<file path="config.mk">
export PLATFORM = sky130hd
export DESIGN_NAME = qrs_queue
export DESIGN_NICKNAME = d
export VERILOG_FILES = /design/src/hw/rtl/qrs_pkg.sv /design/src/hw/rtl/qrs_queue.sv
export VERILOG_INCLUDE_DIRS = /design/src /design/src/hw/rtl
export SDC_FILE = /design/constraint.sdc
export NUM_CORES = 1
export LEC_CHECK = 0
export BUFFER_PORTS_ARGS = -buffer_cell sky130_fd_sc_hd__buf_2
export CORE_MARGIN = 2
export CORE_UTILIZATION = 45
export CTS_CLUSTER_DIAMETER = 150
export CTS_CLUSTER_SIZE = 20
export DETAILED_ROUTE_END_ITERATION = 6
export PLACE_DENSITY_LB_ADDON = 0.08
export SLEW_MARGIN = 15
export SYNTH_ARGS = -nofsm -noshare
export SYNTH_HDL_FRONTEND = slang
export SYNTH_SLANG_ARGS = --single-unit
</file>
<file path="constraint.sdc">
create_clock -name clk -period 3.7 [get_ports clk]
set_input_delay 0.74 -clock clk [delete_from_list [all_inputs] [get_ports clk]]
set_output_delay 0.74 -clock clk [all_outputs]
set_load 0.005 [all_outputs]
</file>
<file path="src/hw/rtl/assert_macros.svh">
// assertion macros shared by the solver rtl
`ifndef ASSERT_MACROS_SVH
`define ASSERT_MACROS_SVH
// same-cycle implication, sampled on clk, off during rst
`define QRS_ASSERT(lbl, ante, cons, msg) \
  lbl: assert property (@(posedge clk) disable iff (rst) (ante) |-> (cons)) \
    else $error(msg);
// next-cycle implication, sampled on clk, off during rst
`define QRS_ASSERT_NEXT(lbl, ante, cons, msg) \
  lbl: assert property (@(posedge clk) disable iff (rst) (ante) |=> (cons)) \
    else $error(msg);
`endif

</file>
<file path="src/hw/rtl/qrs_pkg.sv">
// shared widths, kind codes and item types of the quadratic root solver
package qrs_pkg;
  localparam int COEF_W      = 16;
  localparam int FRAC_OUT    = 16;
  localparam int OUT_W       = 32;
  localparam int DMAG_W      = 2 * COEF_W + 2;
  localparam int ROOT_W      = DMAG_W / 2 + FRAC_OUT;
  localparam int REM_W       = ROOT_W + 2;
  localparam int NUM_W       = ROOT_W + 2;
  localparam int DEN_W       = COEF_W + 1;
  localparam int QUEUE_DEPTH = 4;
  localparam int QPTR_W      = $clog2(QUEUE_DEPTH);

  typedef enum logic [2:0] {
    KIND_LINEAR     = 3'd0,
    KIND_REPEATED   = 3'd1,
    KIND_TWO_REAL   = 3'd2,
    KIND_COMPLEX    = 3'd3,
    KIND_DEGENERATE = 3'd4
  } kind_t;

  typedef struct packed {
    kind_t                     kind;
    logic signed [COEF_W-1:0]  a;
    logic signed [COEF_W-1:0]  b;
    logic signed [COEF_W-1:0]  c;
    logic        [DMAG_W-1:0]  dmag;
  } item_t;

  typedef struct packed {
    kind_t                    kind;
    logic signed [OUT_W-1:0]  first;
    logic signed [OUT_W-1:0]  second;
    logic                     sat;
  } result_t;
endpackage

</file>
<file path="src/hw/rtl/qrs_queue.sv">
// short queue of classified beats between front and back
`include "assert_macros.svh"
module qrs_queue (
  input  logic           clk,
  input  logic           rst,
  input  logic           wr_en,
  input  qrs_pkg::item_t wr_item,
  input  logic           rd_en,
  output qrs_pkg::item_t rd_item,
  output logic           full,
  output logic           empty
);
  qrs_pkg::item_t             mem [0:qrs_pkg::QUEUE_DEPTH-1];
  logic [qrs_pkg::QPTR_W-1:0] wr_ptr, rd_ptr;
  logic [qrs_pkg::QPTR_W:0]   cnt;

  assign full    = (cnt == (qrs_pkg::QPTR_W+1)'(qrs_pkg::QUEUE_DEPTH));
  assign empty   = (cnt == '0);
  assign rd_item = mem[rd_ptr];

  always_ff @(posedge clk) begin
    if (rst) begin
      wr_ptr <= '0;
      rd_ptr <= '0;
      cnt    <= '0;
    end else begin
      if (wr_en) wr_ptr <= wr_ptr + 1'b1;
      if (rd_en) rd_ptr <= rd_ptr + 1'b1;
      if (wr_en && !rd_en) cnt <= cnt + 1'b1;
      else if (!wr_en && rd_en) cnt <= cnt - 1'b1;
    end
  end

  always_ff @(posedge clk) begin
    if (wr_en) mem[wr_ptr] <= wr_item;
  end

  `QRS_ASSERT(a_q_no_overflow, wr_en, !full, "queue written while full")
  `QRS_ASSERT(a_q_no_underflow, rd_en, !empty, "queue read while empty")
  `QRS_ASSERT_NEXT(a_q_count_up, wr_en && !rd_en, cnt == $past(cnt) + 1'b1, "queue count lost a beat")
endmodule

</file>
==> flow_summary.ini, run 1 <==
[outcome]
status = completed

[global_route]
grt_overflow = 0
grt_usage_pct = 15.9
grt_max_degree = 39
grt_pass1_wl_mm = 35.1
antenna_found_initial = 1
grt_pass1_vias = 5987

[sta]
maxSlewViolCount = 0
fin_skew_ps = 14.4
fmax_mhz = 341
slew_headroom_pct = 57.9
rsz0062_at_grt = no
hold_viol_final = 0
setup_viol_count_final = 0
worst_slack_ps = 765
worst_pin_slew_ps = 631
fin_setup_tns_ps = 0
fin_crit_ps = 2930
finalCritPeriodShare_pct = 79.3
hold_slack_ps = 427

[clock_tree]
ctsHoldBuffers = 0
clk_path_buf_depth = 3
htreeDepth = 1
cts_tree = built
ctsResizeCount = 0
numCtsBuffers = 21
root_buffer = clkbuf_16
clk_pin_slew_worst_paths_ps = 80
cts.sink_count = 349
insertion_delay_ps = 520
cts_setup_buffers = 0

[drt]
drt_first_iter_violations = 339
drc = 0
ant_nets = 0
dr.pass1.iters = 4
vias = 5607
wl_mm = 23.5
routed_via_density = 5.25
wl_per_cell_um = 22.0

[floorplan]
die-width_um = 172
start_util_pct = 45.8
die_area_um2 = 29700
core-area_um2 = 27900
rows = 61
dieHeight_um = 172
io-pin-count = 176

[yosys]
synth_cells = 488
ys_seq_elements = 349
synthFlopType = edfxtp_1
yosysTopAreaCellShare_pct = 80.1
synth.area.top_cells = edfxtp_1, mux4_2, dfxtp_1
mappedNetlistArea_um2 = 12700
yosysWarnings = 0
synth_cell_type_count = 23
synth-edff-count = 340
yosys.area.top_type = edfxtp_1
ys_async_sr_fraction_pct = 0
seq_area_frac_synth_pct = 81.5
avgSynthCellArea_um2 = 26.1
syn-num-nets = 583

[final_layout]
diodes = 0
syn2layout_area_growth_pct = 15.1
final_core_util_pct = 52.7
postLayoutCellArea_um2 = 14700
final_layout_size_suffix_gt1_share_pct = 44.1
finalNetCount = 776

[power]
pwr-share-comb_pct = 9.9
sequentialPowerShare_pct = 60.6
clkPwrFrac_pct = 29.5
p_sw_uw = 1620
p_leak_uw = 0.00486
switching_share_pct = 21.4
internal-power_uw = 5970
power.density_nw_per_um2 = 518
irDropWorstVdd_mv = 0.399

[placed_design]
routabilityCongestion = 0.697
placed_cell_area_um2 = 14100
numPortBuffers = 175
pre_cts_slack_ps = 1240
place_hpwl_mm = 14.5

[worst_setup_path]
worstSetupPathType = flip-flop to primary output
cp-start-kind = flip-flop
critical_path_arrival_ps = 2190
endpoint_kind = primary output
crit_required_ps = 2960
path_max_fanout = 36

[job]
max-cap-violations = 0

[min_path]
hold_class = input pin to flip-flop
-- routing by layer --
metal	part of all wire, %	up-vias	global-route usage [%]	routed length (um)
met2	50	131	27.2	11800
met3	5.3	29	3.36	1240
met5	0.055	-	0	13
met4	1.7	2	3.22	405
li1	-	2459	-	-
met1	43	2986	21.3	10000
-- cell families after synthesis --
family | Yosys count | share of synthesized area (%)
AO/OA/AOI/OAI | 2 | 0.0784
XOR/XNOR | 5 | 0.344
adder cells (fa/ha/maj) | 6 | 0.648
buffers and inverters | 24 | 1.68
flip-flops | 349 | 81.5
multiplexers | 87 | 15.2
AND/OR/NAND/NOR | 15 | 0.579
-- sequential cells by signal, indices dropped and copies added (netlist names), named ones only --
signal	flops
cnt	3
mem	340
rd_ptr	2
wr_ptr	2
-- worst paths after layout --
kind | startpoint | end | slack (ps) | cells past startpoint
max | flip-flop | rd_item[84] | 770 | 3
max reg2reg | wr_ptr[0]$_SDFFE_PP0P_ | mem[3][29]$_DFFE_PP_ | 1780 | 3
min | wr_item[79] | mem[1][79]$_DFFE_PP_ | 430 | 1
min reg2reg | cnt[2]$_SDFFE_PP0P_ | cnt[2]$_SDFFE_PP0P_ | 520 | 2
-- area by class of cell --
| class | instances | area, um2 |
|---|---|---|
| Inverter | 4 | 15.0 |
| Sequential cell | 349 | 10400 |
| Tap cell | 378 | 473 |
| Clock inverter | 2 | 25.0 |
| Clock buffer | 29 | 556 |
| Timing Repair Buffer | 190 | 1050 |
| Fill cell | 2188 | 13200 |
| Multi-Input combinational cell | 115 | 2150 |
-- stage by stage --
| stage | instances | power (uW) |
|---|---|---|
| 2_1_floorplan | 488 | 5130 |
| 3_3_place_gp | 1036 | 5450 |
| 3_5_place_dp | 1036 | 5480 |
| 4_1_cts | 1067 | 7690 |
| 5_1_grt | 1067 | 7910 |
| 6_report | 1067 | 7600 |
-- synthesized netlist by cell type (2+ instances only) --
cell type  count
and2_1         4
buf_1          3
buf_12         6
buf_2          6
buf_4          3
dfxtp_1        9
edfxtp_1     340
ha_1           5
inv_1          4
mux2i_1        2
mux4_2        85
nor2_1         7
xnor2_1        2
xor2_1         3
-- power groups by stage --
stage	sequential (uW)	clock [uW]	combinational [uW]
2_1_floorplan	4670	0	460
3_3_place_gp	4680	0	767
3_5_place_dp	4700	0	779
4_1_cts	4610	2310	782
5_1_grt	4620	2460	831
6_report	4600	2240	756
-- cell usage in the layout (no fill, tap or decap), drive strengths merged --
cell type,instances
edfxtp,340
buf,190
mux4,85
clkbuf,29
dfxtp,9
nor2,7
ha,5
inv,5
and2,4
xor2,3
xnor2,2
mux2i,2
nor3,1
nor3b,1
nand2,1
o21ai,1
or3,1
a21oi,1
fa,1
clkinv,1
-- worst max-delay path: stages, from the launching register on --
cell and delay (ps):
dfxtp_4 740, buf_4 380, mux4_2 380, buf_2 150
(Power assumes the default switching activity.)
==> run 2: changes to the inputs <==
clock period = 2.9 ns   (was 3.7 ns; I/O delays follow)
==> flow_summary.ini, run 2 (same netlist as run 1, synthesis figures left out) <==
[sta]
maxSlewViolCount = 0
finalCritPeriodShare_pct = 93.3
fin_crit_ps = 2710
slew_headroom_pct = 70.8
setup_viol_count_final = 0
hold_viol_final = 0
fmax_mhz = 369
worst_pin_slew_ps = 438
fin_skew_ps = 10.3
rsz0062_at_grt = no
fin_setup_tns_ps = 0

[clock_tree]
ctsResizeCount = 0
numCtsBuffers = 21
clk_path_buf_depth = 3
htreeDepth = 1
insertion_delay_ps = 500
cts_setup_buffers = 0
clk_pin_slew_worst_paths_ps = 80
root_buffer = clkbuf_16
cts_tree = built
cts.sink_count = 349
ctsHoldBuffers = 0

[min_path]
hold_class = input pin to flip-flop

[floorplan]
core-area_um2 = 27900
die-width_um = 172
rows = 61
start_util_pct = 45.8
io-pin-count = 176
dieHeight_um = 172
die_area_um2 = 29700

[global_route]
grt_overflow = 0
antenna_found_initial = 3
grt_usage_pct = 15.8
grt_max_degree = 41
grt_pass1_vias = 6094
grt_pass1_wl_mm = 35.1

[final_layout]
regMostFlops = mem
area.sequential_um2 = 10400
final_layout_size_suffix_gt1_share_pct = 43.9
largest_reg_flops = 340
finalNetCount = 780
multi_input_area_um2 = 2150
fillers = 2147
final_core_util_pct = 53.0
final_common_cell = edfxtp_1
syn2layout_area_growth_pct = 15.7
reg.largest.list = mem x340, cnt x3
final_cell_mix = edfxtp_1, buf_2, mux4_2, clkbuf_16, clkbuf_1

[power]
pwr-share-comb_pct = 10.1
internal-power_uw = 7660
switching_share_pct = 21.1
irDropWorstVdd_mv = 0.425
p_sw_uw = 2050
power.density_nw_per_um2 = 658
sequentialPowerShare_pct = 60.4
total_power_uw = 9710
p_leak_uw = 0.00489
clkPwrFrac_pct = 29.5

[worst_setup_path]
cp-start-kind = flip-flop
path_max_fanout = 33
crit_required_ps = 2320
endpoint_kind = primary output
worstSetupPathType = flip-flop to primary output
critical_path_arrival_ps = 2130

[placed_design]
routabilityCongestion = 0.727
place_hpwl_mm = 14.3
numPortBuffers = 175

[drt]
drt_first_iter_violations = 363
wl_mm = 23.2
ant_nets = 0
wl_per_cell_um = 21.5
dr.pass1.iters = 4
routed_via_density = 5.23
drc = 0
vias = 5648

[outcome]
status = completed

[job]
max-cap-violations = 0
[run 2: final timing paths]
kind              slack, ps                    from  cells after the start                   end
setup / recovery        190               flip-flop                      3            rd_item[7]
hold / removal          280             wr_item[53]                      1  mem[2][53]$_DFFE_PP_
setup reg to reg       1200  wr_ptr[0]$_SDFFE_PP0P_                      4  mem[0][75]$_DFFE_PP_
hold reg to reg         520     cnt[2]$_SDFFE_PP0P_                      2   cnt[2]$_SDFFE_PP0P_
[run 2: per-layer routing]
layer | track usage (%) | vias up | share of wire [%] | wire (um)
li1 | - | 2472 | - | -
met1 | 21.3 | 3003 | 43 | 9900
met2 | 26.5 | 143 | 49 | 11400
met3 | 3.73 | 30 | 6.6 | 1520
met4 | 3.29 | 0 | 1.5 | 340
met5 | 0 | - | 0 | 0
[run 2: final cells by class]
cell class	count	share of cell area [%]
Sequential cell	349	70.5
Clock inverter	1	0.110
Inverter	4	0.102
Multi-Input combinational cell	115	14.6
Timing Repair Buffer	194	7.50
Clock buffer	36	3.94
Tap cell	378	3.21
Antenna cell	3	0.0509
[run 2: power groups by stage]
| stage | combinational [uW] | clock, uW | sequential (uW) |
|---|---|---|---|
| floorplan | 588 | 0 | 5940 |
| global placement | 994 | 0 | 5970 |
| detailed placement | 1010 | 0 | 5980 |
| CTS | 1010 | 2980 | 5870 |
| global route | 1080 | 3130 | 5890 |
| finish | 982 | 2860 | 5860 |
[run 2: worst max-delay path, cell delays in order, from the launching register on]
cell	delay, ps
dfxtp_4	540
buf_12	320
mux4_2	580
buf_2	150
[run 2: metrics by stage]
stage,cell area [um2],hold WS [ps],std cells,setup slack (ps)
6_report,14800,284,1080,194
3_5_place_dp,14100,505,1040,652
2_1_floorplan,12800,466,488,823
3_3_place_gp,14100,477,1040,653
4_1_cts,14700,255,1077,97.0
5_1_grt,14700,259,1078,52.6
